$ cat src/mbrot_pkg.sv
// shared types, constants and the saturation helper for the mandelbrot escape-time block
`timescale 1ns / 1ps

package mbrot_pkg;

   // fixed field widths
   localparam int VAL_W      = 32;
   localparam int SAT_IN_W   = 2 * VAL_W;
   localparam int START_W    = 30;
   localparam int COORD_BITS = 11;
   localparam int ITER_BITS  = 16;

   // default fraction width of the fixed-point format
   localparam int FRAC_BITS_DEF = 28;

   // escape bound on |z|^2, in whole units
   localparam int ESC_BOUND = 4;

   // depth of the queue between front and back
   localparam int QUEUE_DEPTH = 2;

   // saturation limits
   localparam logic signed [VAL_W-1:0] VAL_MAX = {1'b0, {(VAL_W-1){1'b1}}};
   localparam logic signed [VAL_W-1:0] VAL_MIN = {1'b1, {(VAL_W-1){1'b0}}};

   // register file
   localparam int CSR_IDX_W  = 3;
   localparam int CSR_DATA_W = 32;
   localparam logic [CSR_IDX_W-1:0] CSR_STEP_X     = 3'd0;
   localparam logic [CSR_IDX_W-1:0] CSR_ORIGIN_X   = 3'd1;
   localparam logic [CSR_IDX_W-1:0] CSR_STEP_Y     = 3'd2;
   localparam logic [CSR_IDX_W-1:0] CSR_ORIGIN_Y   = 3'd3;
   localparam logic [CSR_IDX_W-1:0] CSR_START_REAL = 3'd4;
   localparam logic [CSR_IDX_W-1:0] CSR_MAX_ITER   = 3'd5;

   // register reset values
   localparam logic signed [VAL_W-1:0]   STEP_X_RST     = 32'sd469762;
   localparam logic signed [VAL_W-1:0]   ORIGIN_X_RST   = -32'sd671088640;
   localparam logic signed [VAL_W-1:0]   STEP_Y_RST     = 32'sd524288;
   localparam logic signed [VAL_W-1:0]   ORIGIN_Y_RST   = -32'sd268435456;
   localparam logic signed [START_W-1:0] START_REAL_RST = -30'sd268435456;
   localparam logic [ITER_BITS-1:0]      MAX_ITER_RST   = 16'd256;

   // input transaction
   typedef struct packed {
      logic [COORD_BITS-1:0] pixel_x;
      logic [COORD_BITS-1:0] pixel_y;
   } req_type;

   // result transaction
   typedef struct packed {
      logic [COORD_BITS-1:0] out_x;
      logic [COORD_BITS-1:0] out_y;
      logic [ITER_BITS-1:0]  iter_count;
      logic                  escaped;
   } rsp_type;

   // pixel with its mapped point, held between front and back
   typedef struct packed {
      logic [COORD_BITS-1:0]     px;
      logic [COORD_BITS-1:0]     py;
      logic signed [VAL_W-1:0]   cr;
      logic signed [VAL_W-1:0]   ci;
   } job_type;

   // coordinate mapping settings
   typedef struct packed {
      logic signed [VAL_W-1:0] step_x;
      logic signed [VAL_W-1:0] origin_x;
      logic signed [VAL_W-1:0] step_y;
      logic signed [VAL_W-1:0] origin_y;
   } map_cfg_type;

   // iteration settings
   typedef struct packed {
      logic signed [START_W-1:0] start_real;
      logic [ITER_BITS-1:0]      max_iter;
   } iter_cfg_type;

   // clamp a wide signed value to the value range
   function automatic logic signed [VAL_W-1:0] sat_val(input logic signed [SAT_IN_W-1:0] v);
      logic signed [SAT_IN_W-1:0] hi;
      logic signed [SAT_IN_W-1:0] lo;
      hi = {{(SAT_IN_W-VAL_W){1'b0}}, VAL_MAX};
      lo = {{(SAT_IN_W-VAL_W){1'b1}}, VAL_MIN};
      if (v > hi) begin
         return VAL_MAX;
      end else if (v < lo) begin
         return VAL_MIN;
      end else begin
         return v[VAL_W-1:0];
      end
   endfunction

endpackage

$ cat src/mbrot_front.sv
// front end: accepts pixels and maps them to points of the complex plane
`timescale 1ns / 1ps

module mbrot_front (
   input  logic                  clock,
   input  logic                  reset,
   input  mbrot_pkg::map_cfg_type cfg,
   input  logic                  req_valid,
   output logic                  req_stall,
   input  mbrot_pkg::req_type    req_data,
   output logic                  push_valid,
   input  logic                  push_ready,
   output mbrot_pkg::job_type    push_data
);
   import mbrot_pkg::*;

   localparam int MAP_W = COORD_BITS + 1 + VAL_W;
   localparam int SUM_W = MAP_W + 1;

   logic                    s1_valid_ff;
   logic                    s1_valid_in;
   logic [COORD_BITS-1:0]   s1_px_ff;
   logic [COORD_BITS-1:0]   s1_px_in;
   logic [COORD_BITS-1:0]   s1_py_ff;
   logic [COORD_BITS-1:0]   s1_py_in;
   logic signed [MAP_W-1:0] s1_prod_x_ff;
   logic signed [MAP_W-1:0] s1_prod_x_in;
   logic signed [MAP_W-1:0] s1_prod_y_ff;
   logic signed [MAP_W-1:0] s1_prod_y_in;
   logic                    advance;
   logic signed [SUM_W-1:0] cr_sum;
   logic signed [SUM_W-1:0] ci_sum;

   // stage moves when empty or when the queue takes its transaction
   assign advance   = !s1_valid_ff || push_ready;
   assign req_stall = !advance;

   // pixel times step products
   always_comb begin
      s1_valid_in  = s1_valid_ff;
      s1_px_in     = s1_px_ff;
      s1_py_in     = s1_py_ff;
      s1_prod_x_in = s1_prod_x_ff;
      s1_prod_y_in = s1_prod_y_ff;
      if (advance) begin
         s1_valid_in  = req_valid;
         s1_px_in     = req_data.pixel_x;
         s1_py_in     = req_data.pixel_y;
         s1_prod_x_in = $signed({1'b0, req_data.pixel_x}) * cfg.step_x;
         s1_prod_y_in = $signed({1'b0, req_data.pixel_y}) * cfg.step_y;
      end
   end

   always_ff @(posedge clock) begin
      if (reset) begin
         s1_valid_ff <= 1'b0;
      end else begin
         s1_valid_ff <= s1_valid_in;
      end
      s1_px_ff     <= s1_px_in;
      s1_py_ff     <= s1_py_in;
      s1_prod_x_ff <= s1_prod_x_in;
      s1_prod_y_ff <= s1_prod_y_in;
   end

   // add origin and clamp
   assign cr_sum = SUM_W'(s1_prod_x_ff) + SUM_W'(cfg.origin_x);
   assign ci_sum = SUM_W'(s1_prod_y_ff) + SUM_W'(cfg.origin_y);

   assign push_valid   = s1_valid_ff;
   assign push_data.px = s1_px_ff;
   assign push_data.py = s1_py_ff;
   assign push_data.cr = sat_val(SAT_IN_W'(cr_sum));
   assign push_data.ci = sat_val(SAT_IN_W'(ci_sum));

endmodule

$ cat config.mk
export PLATFORM = sky130hd
export DESIGN_NAME = mbrot_front
export DESIGN_NICKNAME = d
export VERILOG_FILES = /design/src/mbrot_pkg.sv /design/src/mbrot_front.sv
export SDC_FILE = /design/constraint.sdc
export NUM_CORES = 2
export LEC_CHECK = 0
export BUFFER_PORTS_ARGS = -buffer_cell sky130_fd_sc_hd__buf_2
export CORE_ASPECT_RATIO = 1.2
export CORE_UTILIZATION = 40
export DETAILED_ROUTE_END_ITERATION = 6
export SETUP_SLACK_MARGIN = 0.2
export SYNTH_ARGS = -nofsm -noshare
export SYNTH_HDL_FRONTEND = slang
export SYNTH_SLANG_ARGS = --single-unit
$ cat constraint.sdc
create_clock -name clock -period 8.2 [get_ports clock]
set_clock_uncertainty 0.1 [all_clocks]
set_input_delay 2.05 -clock clock [delete_from_list [all_inputs] [get_ports clock]]
set_output_delay 2.05 -clock clock [all_outputs]
set_load 0.01 [all_outputs]
# Word-level counts from Yosys, hierarchy flattened
# Cells that the tools add are included.
# Widths: inputs -> output; s select.
# totals
wordCells	20
reg_bits	111
inputBits	154
# classes
reduce_logical	3
mux	4
n_lt_le_gt_ge	4
add_sub_neg	2
multipliers	2
# ops
operator	count
$mux 32	4
$add 44x32->45	2
$gt 45x32->1 const B	2
$lt 45x32->1 const B	2
$mul 12x32->44	2
$logic_not 1->1	2
$logic_or 1x1->1	1

# Longest topological paths before layout
# depth
ltp_word	4
mapped_depth	24

# Worst setup path after synthesis
# OpenSTA, ideal clock, no wires.
# synth_timing
kind	input to register
start	in cfg[103] (netlist name)
end	reg s1_prod_x_ff[36] (data pin)
path_buffers	1
setup_slack_ps	273
setup_ps	262
arrival_ps	7565
cell_stages	22
cell_sequence	clkbuf_1 > nand2_1 > fa_1 > inv_1 > fa_1 > fa_1 > fa_1 > inv_1 > fa_1 > inv_1 > ha_1 > a21o_1 > a21oi_1 > nor2b_1 > o311a_1 > nor3b_1 > a2111oi_0 > nor2_1 > a221o_1 > a211oi_1 > o21bai_1 > xor2_1
# synth_between
elab_chain_cells	1
# synth_rtl
item	line	text
from (decl)	mbrot_front.sv:7	input mbrot_pkg::map_cfg_type cfg,
$mul 12x32->44	mbrot_front.sv:49	s1_prod_x_in = $signed({1'b0, req_data.pixel_x}) * cfg.step_x;
to (signal assigned)	mbrot_front.sv:62	s1_prod_x_ff <= s1_prod_x_in;
to (decl)	mbrot_front.sv:26	logic signed [MAP_W-1:0] s1_prod_x_ff;
# No other way between the ends.
# A chain may end at the register's enable or synchronous reset.

==> results_dict.tcl <==
set metrics [dict create \
    outcome "finished, final reports clean" \
    grt_start_max_net_pins 58 \
    synth_adder_area_share_pct 46.91 \
    fin_cells 5210 \
    yosys.cell_types.count 91 \
    synth_compound_area_share_pct 11.93 \
    cp_slowest_cell "or4b_1" \
    grt_pass1_wl_mm 141.9 \
    max_slew_margin_pct 36.74 \
    synth_area_um2 33480 \
    antenna_found_initial 2 \
    finalCritPeriodShare_pct 96.32 \
    drv_cap 0 \
    rsz0062_at_grt "true" \
    period_minus_slack_ns 7.898 \
    r2r_start "push_valid$_SDFFE_PP0N_" \
    pre_cts_slack_ns -0.1547 \
    vdd_drop_max_v 0.0002347 \
    ff2ff_setup_slack_ns 5.95 \
    first_global_vias 27400 \
    drive_above_1_share_pct 13.16 \
    end_kind "primary output" \
    n_fill_cell 8230 \
    synth_most_common_cell "inv_1" \
    cts_tree "yes" \
    wl_per_cell_um 16.94 \
    final_util_pct 45.40 \
    start_util_pct 40.60 \
    holdPathEnd "s1_prod_y_ff[21]$_DFFE_PN_" \
    cts_made_buffers 9 \
    yosys.area.top_type "fa_1" \
    portBuffers 241 \
    synth_seq_cells 111 \
    nets 5134 \
    synthMuxAreaShare_pct 0.02990 \
    synth-seq-area-share_pct 9.927 \
    setup-tns-final_ns 0 \
    cts_sinks 111 \
    dominantRegCellSynth "edfxtp_1" \
    h-tree-depth 3 \
    leakage_nw 18.69 \
    groute.layer.met3.usage_pct 2.726 \
    hold_viol_final 0 \
    synth_top_family_by_area "adder cells" \
    post_synth.cell_area_avg_um2 8.736 \
    drc 0 \
    hold_slack_ns 1.096 \
    drt_pass1_iterations 5 \
    cp.required_ns 6.05 \
    r2r-end "s1_prod_x_ff[42]$_DFFE_PN_" \
    dpl_cell_area_um2 36760 \
    synthCells 3832 \
    grt_overflow 0 \
    cts-root-buf "clkbuf_16" \
    area_growth_pct 11.81 \
    die_width_um 266.1 \
    cts_max_path_buffers 2 \
    synth_simple_gate_area_share_pct 16.00 \
    io_pins 242 \
    yosys-top-cells-count "inv_1, nand2_1, fa_1" \
    drt-initial-drc-count 1363 \
    power_mw 17.51 \
    hold_class "flop to flop" \
    synth_area_leaders "fa_1, ha_1, edfxtp_1" \
    vias 26560 \
    multi_input_area_um2 26700 \
    max_freq_ghz 0.1266 \
    gr-max-usage-layer "met2" \
    worst_pin_slew_ns 0.9489 \
    insertion_delay_ns 0.40 \
    finalSetupViolCount 0 \
    crit_arrival_ns 5.75 \
    crit_chain "buf_2 -> ha_4 -> a21o_1 -> a31o_1 -> or4b_1 -> o21ba_2 -> nor2_1 -> a31oi_1 -> a211oi_1 -> xnor2_1 -> o2111ai_1 -> nor4_4 -> buf_12 -> buf_16 -> o221ai_2 -> buf_2" \
    hpwlAfterDp_mm 76.09 \
    p_per_area_nw_per_um2 467.8 \
    viasPerCell 5.097 \
    hold_depth 1 \
    drt_wl_total_mm 88.24 \
    synth-xor-area-share_pct 4.156 \
    synth-edff-count 110 \
    cts.clk_slew.worst_paths_ns 0.07 \
    dp.cells 5180 \
    synth_top_area_share_pct 36.60 \
    grt.met1_usage_pct 27.05 \
    fin_area_um2 37430 \
    async_flop_share_pct 0 \
    drv_slew 0 \
    met2_usage_pct 37.15 \
    hp-start "push_valid$_SDFFE_PP0N_" \
    crit_top_cell "buf_2" \
    max_stage_delay_ns 0.47 \
    place_congestion 0.9539 \
    antenna_left 0 \
    fp.dieH_um 318.9 \
    startpoint_type "primary input" \
    seq_area_um2 3323 \
    critPathKind "primary input to primary output" \
    core-area_um2 82450 \
    dieArea_um2 84860 \
    fp-row-count 115 \
    worst_slack_ns 0.3021 \
    ys_warn_count 0 \
    cp_max_fo 15 \
    grtUsageTotal_pct 21.11 \
    syn-num-nets 4874 \
    rr_worst_depth 2 \
]
==> cell families after synthesis <==
| group | after synthesis |
|---|---|
| and+or+nand+nor | 1150 |
| buffers and inverters | 965 |
| adders and majority gates | 888 |
| AOI/OAI and AO/OA | 559 |
| xor gates and xnor gates | 158 |
| DFF | 111 |
| muxes | 1 |
==> how the worst max path moves through the flow <==
| stage | start | end | slack [ns] | depth (start not counted) |
|---|---|---|---|---|
| 3_3_place_gp | req_data[7] | s1_prod_y_ff[43]$_DFFE_PN_ | -0.12 | 26 |
| 4_1_cts | cfg[0] | push_data[2] | 0.21 | 18 |
| 3_5_place_dp | req_data[7] | s1_prod_y_ff[43]$_DFFE_PN_ | -0.15 | 26 |
| 2_1_floorplan | cfg[103] | s1_prod_x_ff[36]$_DFFE_PN_ | 0.27 | 22 |
| 5_1_grt | cfg[64] | push_data[60] | 0.19 | 19 |
| 6_report | cfg[84] | push_data[60] | 0.30 | 16 |
==> report_power, final <==
| group | switching (mW) | total [mW] | internal, mW |
|---|---|---|---|
| combinational | 8.58 | 15.5 | 6.92 |
| sequential | 0.0756 | 1.54 | 1.47 |
| clock | 0.235 | 0.471 | 0.236 |
| total | 8.89 | 17.5 | 8.62 |
==> placed cells by master (no fill, tap or decap), types with 6 or more instances in the layout <==
master	count
inv_1	787
nand2_1	616
fa_1	611
ha_1	273
buf_2	234
and2_1	181
buf_4	171
a21oi_1	146
edfxtp_1	110
xnor2_1	105
a21o_1	96
nand3_1	92
nor2_1	91
o21ai_0	79
xor2_1	52
nor3_1	32
o221ai_2	30
nand4_1	23
o21a_1	23
nand2b_1	22
nor2b_1	21
a31oi_1	19
o211ai_1	17
o21bai_1	17
and3_1	13
o21ai_1	11
a211oi_1	10
a21oi_2	9
clkbuf_16	9
buf_12	9
or3_1	7
a21boi_0	7
a31oi_2	6
and4_1	6
or2_2	6
o31ai_1	6
clkbuf_4	6
buf_6	6
==> area by class of cell <==
| type | count | share of cell area, % |
|---|---|---|
| Antenna cell | 2 | 0.01337 |
| Clock inverter | 4 | 0.1237 |
| Inverter | 787 | 7.892 |
| Tap cell | 1111 | 3.714 |
| Timing Repair Buffer | 427 | 7.414 |
| Sequential cell | 111 | 8.878 |
| Clock buffer | 12 | 0.6317 |
| Multi-Input combinational cell | 2756 | 71.33 |
==> repair_timing <==
| action | in CTS | in global routing |
|---|---|---|
| endpoints found under the setup margin | 62 | 74 |
| pin swaps | 6 | 25 |
| gates cloned | 1 | 0 |
| gates resized for setup | 13 | 54 |
| hold buffers | 0 | 0 |
| buffers inserted | 1 | 10 |
==> critical path, delay by kind of cell <==
| family | cells | cell delay, ns |
|---|---|---|
| xor gates and xnor gates | 1 | 0.40 |
| buffers and inverters | 4 | 0.65 |
| AOI/OAI and AO/OA | 7 | 1.55 |
| and+or+nand+nor | 3 | 0.81 |
| adders and majority gates | 1 | 0.27 |
==> flip-flops by register name (all words and copies together), names as in the netlist <==
register      flops
push_valid        1
s1_prod_x_ff     44
s1_prod_y_ff     44
s1_px_ff         11
s1_py_ff         11
==> routing by layer <==
layer | vias up | routed length (um)
met3 | 106 | 4629
met1 | 13230 | 38390
met5 | - | 10
li1 | 12550 | -
met4 | 2 | 1994
met2 | 666 | 43210
Power figures use the tool's default switching activity.
