[config.mk]
export PLATFORM = sky130hd
export DESIGN_NAME = mbrot_queue
export DESIGN_NICKNAME = d
export VERILOG_FILES = /design/src/mbrot_pkg.sv /design/src/mbrot_queue.sv
export SDC_FILE = /design/constraint.sdc
export NUM_CORES = 1
export LEC_CHECK = 0
export ABC_CLOCK_PERIOD_IN_PS = 5800
export BUFFER_PORTS_ARGS = -buffer_cell sky130_fd_sc_hd__clkbuf_2
export CORE_UTILIZATION = 58
export CTS_BUF_LIST = sky130_fd_sc_hd__clkbuf_4 sky130_fd_sc_hd__clkbuf_8
export DETAILED_ROUTE_END_ITERATION = 16
export GPL_TIMING_DRIVEN = 0
export PLACE_DENSITY = 0.9
export SKIP_CTS_REPAIR_TIMING = 1
export SYNTH_ARGS = -nofsm -noshare
export SYNTH_HDL_FRONTEND = slang
export SYNTH_SLANG_ARGS = --single-unit
[constraint.sdc]
create_clock -name clock -period 5.8 [get_ports clock]
set_clock_uncertainty 0.15 [all_clocks]
set_input_delay 0.29 -clock clock [delete_from_list [all_inputs] [get_ports clock]]
set_output_delay 0.29 -clock clock [all_outputs]
set_load 0.05 [all_outputs]
[src/mbrot_pkg.sv]
// shared types, constants and the saturation helper for the mandelbrot escape-time block
`timescale 1ns / 1ps

package mbrot_pkg;

   // fixed field widths
   localparam int VAL_W      = 32;
   localparam int SAT_IN_W   = 2 * VAL_W;
   localparam int START_W    = 30;
   localparam int COORD_BITS = 11;
   localparam int ITER_BITS  = 16;

   // default fraction width of the fixed-point format
   localparam int FRAC_BITS_DEF = 28;

   // escape bound on |z|^2, in whole units
   localparam int ESC_BOUND = 4;

   // depth of the queue between front and back
   localparam int QUEUE_DEPTH = 2;

   // saturation limits
   localparam logic signed [VAL_W-1:0] VAL_MAX = {1'b0, {(VAL_W-1){1'b1}}};
   localparam logic signed [VAL_W-1:0] VAL_MIN = {1'b1, {(VAL_W-1){1'b0}}};

   // register file
   localparam int CSR_IDX_W  = 3;
   localparam int CSR_DATA_W = 32;
   localparam logic [CSR_IDX_W-1:0] CSR_STEP_X     = 3'd0;
   localparam logic [CSR_IDX_W-1:0] CSR_ORIGIN_X   = 3'd1;
   localparam logic [CSR_IDX_W-1:0] CSR_STEP_Y     = 3'd2;
   localparam logic [CSR_IDX_W-1:0] CSR_ORIGIN_Y   = 3'd3;
   localparam logic [CSR_IDX_W-1:0] CSR_START_REAL = 3'd4;
   localparam logic [CSR_IDX_W-1:0] CSR_MAX_ITER   = 3'd5;

   // register reset values
   localparam logic signed [VAL_W-1:0]   STEP_X_RST     = 32'sd469762;
   localparam logic signed [VAL_W-1:0]   ORIGIN_X_RST   = -32'sd671088640;
   localparam logic signed [VAL_W-1:0]   STEP_Y_RST     = 32'sd524288;
   localparam logic signed [VAL_W-1:0]   ORIGIN_Y_RST   = -32'sd268435456;
   localparam logic signed [START_W-1:0] START_REAL_RST = -30'sd268435456;
   localparam logic [ITER_BITS-1:0]      MAX_ITER_RST   = 16'd256;

   // input transaction
   typedef struct packed {
      logic [COORD_BITS-1:0] pixel_x;
      logic [COORD_BITS-1:0] pixel_y;
   } req_type;

   // result transaction
   typedef struct packed {
      logic [COORD_BITS-1:0] out_x;
      logic [COORD_BITS-1:0] out_y;
      logic [ITER_BITS-1:0]  iter_count;
      logic                  escaped;
   } rsp_type;

   // pixel with its mapped point, held between front and back
   typedef struct packed {
      logic [COORD_BITS-1:0]     px;
      logic [COORD_BITS-1:0]     py;
      logic signed [VAL_W-1:0]   cr;
      logic signed [VAL_W-1:0]   ci;
   } job_type;

   // coordinate mapping settings
   typedef struct packed {
      logic signed [VAL_W-1:0] step_x;
      logic signed [VAL_W-1:0] origin_x;
      logic signed [VAL_W-1:0] step_y;
      logic signed [VAL_W-1:0] origin_y;
   } map_cfg_type;

   // iteration settings
   typedef struct packed {
      logic signed [START_W-1:0] start_real;
      logic [ITER_BITS-1:0]      max_iter;
   } iter_cfg_type;

   // clamp a wide signed value to the value range
   function automatic logic signed [VAL_W-1:0] sat_val(input logic signed [SAT_IN_W-1:0] v);
      logic signed [SAT_IN_W-1:0] hi;
      logic signed [SAT_IN_W-1:0] lo;
      hi = {{(SAT_IN_W-VAL_W){1'b0}}, VAL_MAX};
      lo = {{(SAT_IN_W-VAL_W){1'b1}}, VAL_MIN};
      if (v > hi) begin
         return VAL_MAX;
      end else if (v < lo) begin
         return VAL_MIN;
      end else begin
         return v[VAL_W-1:0];
      end
   endfunction

endpackage

[src/mbrot_queue.sv]
// short queue of mapped pixels between front and back
`timescale 1ns / 1ps

module mbrot_queue (
   input  logic               clock,
   input  logic               reset,
   input  logic               push_valid,
   output logic               push_ready,
   input  mbrot_pkg::job_type push_data,
   output logic               pop_valid,
   input  logic               pop,
   output mbrot_pkg::job_type pop_data
);
   import mbrot_pkg::*;

   localparam int QADDR_W = (QUEUE_DEPTH > 1) ? $clog2(QUEUE_DEPTH) : 1;
   localparam int CNT_W   = $clog2(QUEUE_DEPTH + 1);
   localparam logic [QADDR_W-1:0] LAST_SLOT = QADDR_W'(QUEUE_DEPTH - 1);

   job_type            slots_ff [QUEUE_DEPTH];
   logic [QADDR_W-1:0] wr_ptr_ff;
   logic [QADDR_W-1:0] wr_ptr_in;
   logic [QADDR_W-1:0] rd_ptr_ff;
   logic [QADDR_W-1:0] rd_ptr_in;
   logic [CNT_W-1:0]   count_ff;
   logic [CNT_W-1:0]   count_in;
   logic               do_push;
   logic               do_pop;

   assign push_ready = count_ff != CNT_W'(QUEUE_DEPTH);
   assign pop_valid  = count_ff != '0;
   assign pop_data   = slots_ff[rd_ptr_ff];
   assign do_push    = push_valid && push_ready;
   assign do_pop     = pop && pop_valid;

   // pointer and fill bookkeeping
   always_comb begin
      wr_ptr_in = wr_ptr_ff;
      rd_ptr_in = rd_ptr_ff;
      count_in  = count_ff;
      if (do_push) begin
         wr_ptr_in = (wr_ptr_ff == LAST_SLOT) ? '0 : wr_ptr_ff + 1'b1;
      end
      if (do_pop) begin
         rd_ptr_in = (rd_ptr_ff == LAST_SLOT) ? '0 : rd_ptr_ff + 1'b1;
      end
      if (do_push && !do_pop) begin
         count_in = count_ff + 1'b1;
      end else if (do_pop && !do_push) begin
         count_in = count_ff - 1'b1;
      end
   end

   always_ff @(posedge clock) begin
      if (reset) begin
         wr_ptr_ff <= '0;
         rd_ptr_ff <= '0;
         count_ff  <= '0;
      end else begin
         wr_ptr_ff <= wr_ptr_in;
         rd_ptr_ff <= rd_ptr_in;
         count_ff  <= count_in;
      end
      if (do_push) begin
         slots_ff[wr_ptr_ff] <= push_data;
      end
   end

endmodule

### Word level (Yosys, flattened, before mapping)

Memories as Yosys holds them, arrays and structs flattened. A register that Yosys moved wholly into a read port is not among the register bits.
Cells that the tools add are included.
Widths: inputs -> output; s select.

* add/subtract/negate cells: 4
* equal/unequal tests: 1
* muxes and demuxes: 8
* reductions and logical operators: 8

Operator list (number)
* $mux 1: 6
* $logic_and 1x1->1: 4
* $mux 2: 2
* $reduce_bool 2->1: 2
* $add 1x1->1 const B: 2
* $add 2x1->2 const B: 1
* $logic_not 1->1: 2
* $ne 2x2->1 const B: 1
* $sub 2x1->2 const B: 1

* register bits: 4
* RAM bits: 172
* input bits: 90
* output and inout port bits: 88
* word-level logic and storage cells: 25
* memories kept: 1

Memory list
* slots_ff: words 2, bits a word 86, rd ports 1, clocked after Yosys merged registers in 1, write ports 1, line mbrot_queue.sv:20 `job_type slots_ff [QUEUE_DEPTH];`

### Longest topological paths before layout

Gate-level depths: netlist (run 1).

* depth in word-level cells: 6
* mapped depth: 6
* gate-level depth less buffers: 6

### Least setup slack after synthesis (run 1)

Ideal clock, no wire load.

* path kind: reg-to-reg
* start: register count_ff[0]
* end: memory slots_ff[1][0] (netlist name), enable pin
* library setup time: 0.455 ns
* arrival: 3.036 ns
* required time: 5.195 ns
* path slack: 2.159 ns
* stages on the path, launching flop included: 3
* buffers on the path: 0
* clock period less this slack: 3.641 ns
* path through: dfxtp_1 > nand2b_1 > and3_1

* word-level cells in the longest chain between the ends: 4

RTL lines
* start: declaration: line mbrot_queue.sv:25 `logic [CNT_W-1:0] count_ff;`
* start signal: assignment: line mbrot_queue.sv:62 `count_ff <= count_in;`
* $ne 2x2->1: line mbrot_queue.sv:30 `assign push_ready = count_ff != CNT_W'(QUEUE_DEPTH);`
* net push_ready: line mbrot_queue.sv:8 `output logic push_ready,`
* $logic_and 1x1->1: line mbrot_queue.sv:33 `assign do_push = push_valid && push_ready;`
* $mux 1: line mbrot_queue.sv:64 `if (do_push) begin`
* $mux 1 (implied by the code): line mbrot_queue.sv:65 `slots_ff[wr_ptr_ff] <= push_data;`
* end: declaration: line mbrot_queue.sv:20

The timed path passes the listed nets, and every way through them passes these cells.

==> results.ini, run 1 <==
[run_status]
status=finished, final reports clean

[floorplan]
core_mm2=0.0110
die_w_um=109
std_cell_rows=38
pin_count=178
die_y_um=109
die_area_mm2=0.0119
initial_core_util=0.604

[pwr]
power_density_mw_per_mm2=449
irDropWorstVdd_uv=384
finalPower_mw=4.03
leakagePower_nw=3.52

[cts]
clock_latency_ps=440
clock-sinks=177
cts_buffers=17
clk_pin_slew_ps=80
cts-root-buf=clkbuf_8
htreeDepth=4
clk_path_buf_depth=2
tritoncts=yes

[timing]
timing.final.ws_setup_ps=3570
worst_pin_slew_ps=513
fmax_ghz=0.448
period_share=0.385
min_period_ps=2230
rsz0062_at_grt=no
slew_headroom=0.658
report.final.hold_viol_count=0
tns_ps=0
setup_violations=0
slew_viol_final=0

[routing]
vias_per_cell=5.22
ant_nets=0
detail_route.first_pass.iterations=5
drt-total-wl_um=14000
routed-via-count=3800
drt_iter0_markers=194
drcViolationCount=0
wl_per_cell_um=19.2

[hold_path]
hp-class=in -> reg
hold_depth=3

[synthesis]
synth.most_common_cell=edfxtp_1
async_flop_share=0
synth.top_cells.by_count=edfxtp_1 (172), mux2_2 (46), mux2_4 (40)
syn_area_per_cell_um2=22.7
netlist_area_mm2=0.00663
yosysSeqAreaShare=0.794
synth_ff_type=edfxtp_1
synth_cell_types=21
synth_seq_cells=177
yosysTopAreaCell=edfxtp_1
synth_cells=292
ys_warn_count=0
synthTopCellsByArea=edfxtp_1 (78%), mux2_4 (9.1%), mux2_2 (7.8%)
yosys.area.top_type_share=0.779
synth_edf_count=172
syn-num-nets=383

[layout]
postLayoutCoreUtil=0.817
fillers=537
final_area_mm2=0.00897
layout.nets=668
antenna_cells=0
area_growth_syn_to_layout_pct=35.3
drive_gt1_frac=0.512

[setup_path]
cp.arrival_ps=1790
cp-start-kind=flop
crit_required_ps=5360
reg2reg_slack_ps=3720
critPathMaxFanout=10
cp-end-kind=output pin
crit_type=reg -> out
ff2ff_path_depth=4

[place]
gp_congestion=0.690
post-dp-hpwl_um=7840
place_area_mm2=0.00776
pre_cts_ws_ps=3780
portBuffers=177

[global_routing]
grt_first_pass_wirelength_um=16400
grt_usage=0.193
overflow=0
antenna_found_initial=0
grt_max_degree=55
grt_pass1_vias=3390

[flow_run]
drv_cap=0

-- cell usage in the layout, fill, tap and decap left out --
cell and instances:
buf_12 4, buf_8 1, ha_1 1, clkbuf_2 177
xor2_1 3, dlygate4sd3_1 87, bufinv_16 2, buf_6 1
or2_2 1, and3_4 1, or3_1 1, inv_4 1
clkinv_1 8, dfxtp_1 5, nand2b_1 1, buf_2 4
buf_16 2, clkbuf_4 2, nand3b_1 1, nor2_1 3
a21oi_1 2, mux2_2 46, o21ai_0 2, edfxtp_1 172
clkinvlp_4 1, mux2_4 40, clkbuf_8 17, and2_1 1
a21bo_2 1
-- state kept, by name, indices dropped and copies added, names as in the netlist, named ones only --
register	count
slots_ff	172
count_ff	2
rd_ptr_ff	1
wr_ptr_ff	1
-- routing by layer --
layer  vias up  wire length [um]  global-route usage
li1       1725                 -                   -
met1      1891              5250               0.218
met2       161              7630               0.327
met3        23               895              0.0723
met4         0               200              0.0830
met5         -                 0                   0
-- power breakdown --
part / total (mW) / switching [mW] / internal, mW
clock network: 0.768 / 0.393 / 0.375
logic: 1.62 / 1.10 / 0.522
registers: 1.65 / 0.0502 / 1.60
total: 4.03 / 1.54 / 2.49
-- stage by stage --
stage | hold slack (ps) | cells
5_1_grt | 41.0 | 728
3_3_place_gp | 329 | 609
3_5_place_dp | 332 | 611
4_1_cts | -140 | 641
2_1_floorplan | 209 | 292
6_report | 43.5 | 728
-- final cells by class --
type                    count  area, um2  share of cell area
plain buffers              10        126              0.0141
clock buffers              19        249              0.0277
clock inverters            11       97.6              0.0109
inverters                   1       6.26            0.000697
multi-input cells         104       1240               0.138
flip-flops and latches    177       5270               0.587
well taps                 140        175              0.0195
repair buffers            266       1810               0.202
-- final timing paths --
| check | startpoint | end |
|---|---|---|
| min reg2reg | rd_ptr_ff | flop |
| min | push_valid | wr_ptr_ff |
| max | flop | pop_data[62] |
| max reg2reg | count_ff[0] | slots_ff[0][4] |
-- critical path: stages (launching register included) --
cell and delay [ps]:
dfxtp_1 330, buf_6 120, buf_8 170, buf_12 160, mux2_4 320, clkbuf_2 250
-- logic make-up (layout without fill, tap and decap cells) --
family | after synthesis | count (layout) | synth area share
XOR/XNOR | 3 | 3 | 0.00396
AND/OR/NAND/NOR | 9 | 9 | 0.00755
buffers and inverters | 11 | 307 | 0.0196
multiplexers | 86 | 86 | 0.169
adder cells (fa/ha/maj) | 1 | 1 | 0.00189
flip-flops | 177 | 177 | 0.794
AO/OA/AOI/OAI | 5 | 5 | 0.00453
Power figures use the tool's default switching activity.
==> run 2, diff against run 1 <==
ABC_CLOCK_PERIOD_IN_PS = 2000   (was 5800)
CORE_UTILIZATION = 49   (was 58)
PLACE_DENSITY = 0.81   (was 0.9)
clock period = 2 ns   (was 5.8 ns; I/O delays follow)
==> results.ini, run 2 (synthesis gave the netlist of run 1 again) <==
[cts]
htreeDepth=4
cts_buffers=17
clock-sinks=177
tritoncts=yes
clk_path_buf_depth=2
clock_latency_ps=450
cts-root-buf=clkbuf_8
clk_pin_slew_ps=90

[global_routing]
antenna_found_initial=0
grt_first_pass_wirelength_um=17400
grt_pass1_vias=3614
grt_usage=0.167
grt_max_degree=50
overflow=0

[routing]
drcViolationCount=0
vias_per_cell=4.88
drt-total-wl_um=13600
wl_per_cell_um=17.5
ant_nets=0
drt_iter0_markers=205
detail_route.first_pass.iterations=4
routed-via-count=3783

[hold_path]
hp-class=in -> reg
holdPathEnd=slots_ff[1][22]
hold_depth=2
hold_start=push_data[22]

[floorplan]
die_y_um=118
die_w_um=118
pin_count=178
die_area_mm2=0.0140
initial_core_util=0.501
core_mm2=0.0132
std_cell_rows=42

[pwr]
irDropWorstVdd_uv=871
leakagePower_nw=3.68
power_density_mw_per_mm2=1310
finalPower_mw=12.4

[timing]
slew_headroom=0.676
min_period_ps=1960
period_share=0.979
worst_pin_slew_ps=486
timing.final.ws_setup_ps=42.8
rsz0062_at_grt=yes
holdWs_ps=225
report.final.hold_viol_count=0
fmax_ghz=0.511
setup_violations=0
slew_viol_final=0

[layout]
ff_latch_area_mm2=0.00527
area_growth_syn_to_layout_pct=42.9
layout.nets=678
mostFrequentLayoutCell=edfxtp_1
drive_gt1_frac=0.533
largest_reg_flops=172
regMostFlops=slots_ff
multi_input_area_mm2=0.00126
reg.largest.list=slots_ff x172, count_ff x2
final_area_mm2=0.00948
layout_common_cells=edfxtp_1 (172), clkbuf_2 (92), dlygate4sd3_1 (89)
fillers=824
fin_cells=776
antenna_cells=0

[place]
portBuffers=177
post-dp-hpwl_um=7720
placedCellCount=648
place_area_mm2=0.00782
pre_cts_ws_ps=-10.9
gp_congestion=0.663

[setup_path]
reg2reg_to=slots_ff[0][57]
rr_startpoint=count_ff[0]
crit_required_ps=1750
crit_type=reg -> out
crit_chain=buf_6 -> buf_4 -> clkbuf_16 -> mux2_2 -> buf_2
cp-end-kind=output pin
critPathMaxFanout=6
ff2ff_path_depth=5
cpPeakStageDelay_ps=330
cp-start-kind=flop
crit_path_top_delay_cell=mux2_2
crit_buf_inv=4
cp_top_family=buffers and inverters
reg2reg_slack_ps=160
cp.arrival_ps=1710
cp.depth=5

[flow_run]
drv_cap=0

[run_status]
status=finished, final reports clean

==> run 2: cell types whose count changed in the layout (fill, tap and decap cells not counted), sizes merged <==
cell / delta
clkinvlp: +2
dlygate4sd3: +2
clkbuf: -78
inv: -1
bufinv: +1
clkinv: -1
and3: +1
buf: +86
==> run 2: worst register-to-register path, stage by stage, from the launching register on <==
cell and delay [ps]:
dfxtp_2 380, nand2b_4 180, nand3b_1 160, clkinvlp_4 140, buf_12 220, buf_12 270
==> run 2: worst max-delay path by stage <==
stage	endpoint	slack, ps
2_1_floorplan	slots_ff[0][0]	-540
3_3_place_gp	slots_ff[0][70]	-1080
3_5_place_dp	slots_ff[0][59]	-10
4_1_cts	pop_data[75]	-110
5_1_grt	pop_data[72]	-50
6_report	pop_data[72]	40
==> run 2: stage by stage <==
stage	setup TNS, ps	util
2_1_floorplan	-73340	-
3_3_place_gp	-150480	0.585
3_5_place_dp	-277	0.591
4_1_cts	-5570	0.621
5_1_grt	-432	0.716
6_report	0	0.716
==> run 2: routing by layer <==
layer  global-route usage  wire (um)  share of wire
met4               0.0713        238          0.017
met2                0.297       7330           0.54
met1                0.173       5180           0.38
met5                    0          0              0
met3               0.0676        862          0.063
==> run 2: cell type report <==
type,instances,share of cell area
timing repair buffer,275,0.231
buffer,10,0.0149
sequential,177,0.556
clock buffer,20,0.0271
inverter,1,0.000792
tap,176,0.0232
multi-input combinational,105,0.133
clock inverter,12,0.0149
==> run 2: where the power goes <==
group | internal, mW | switching, mW
Clock | 1.26 | 1.17
Combinational | 2.00 | 3.24
Sequential | 4.63 | 0.143
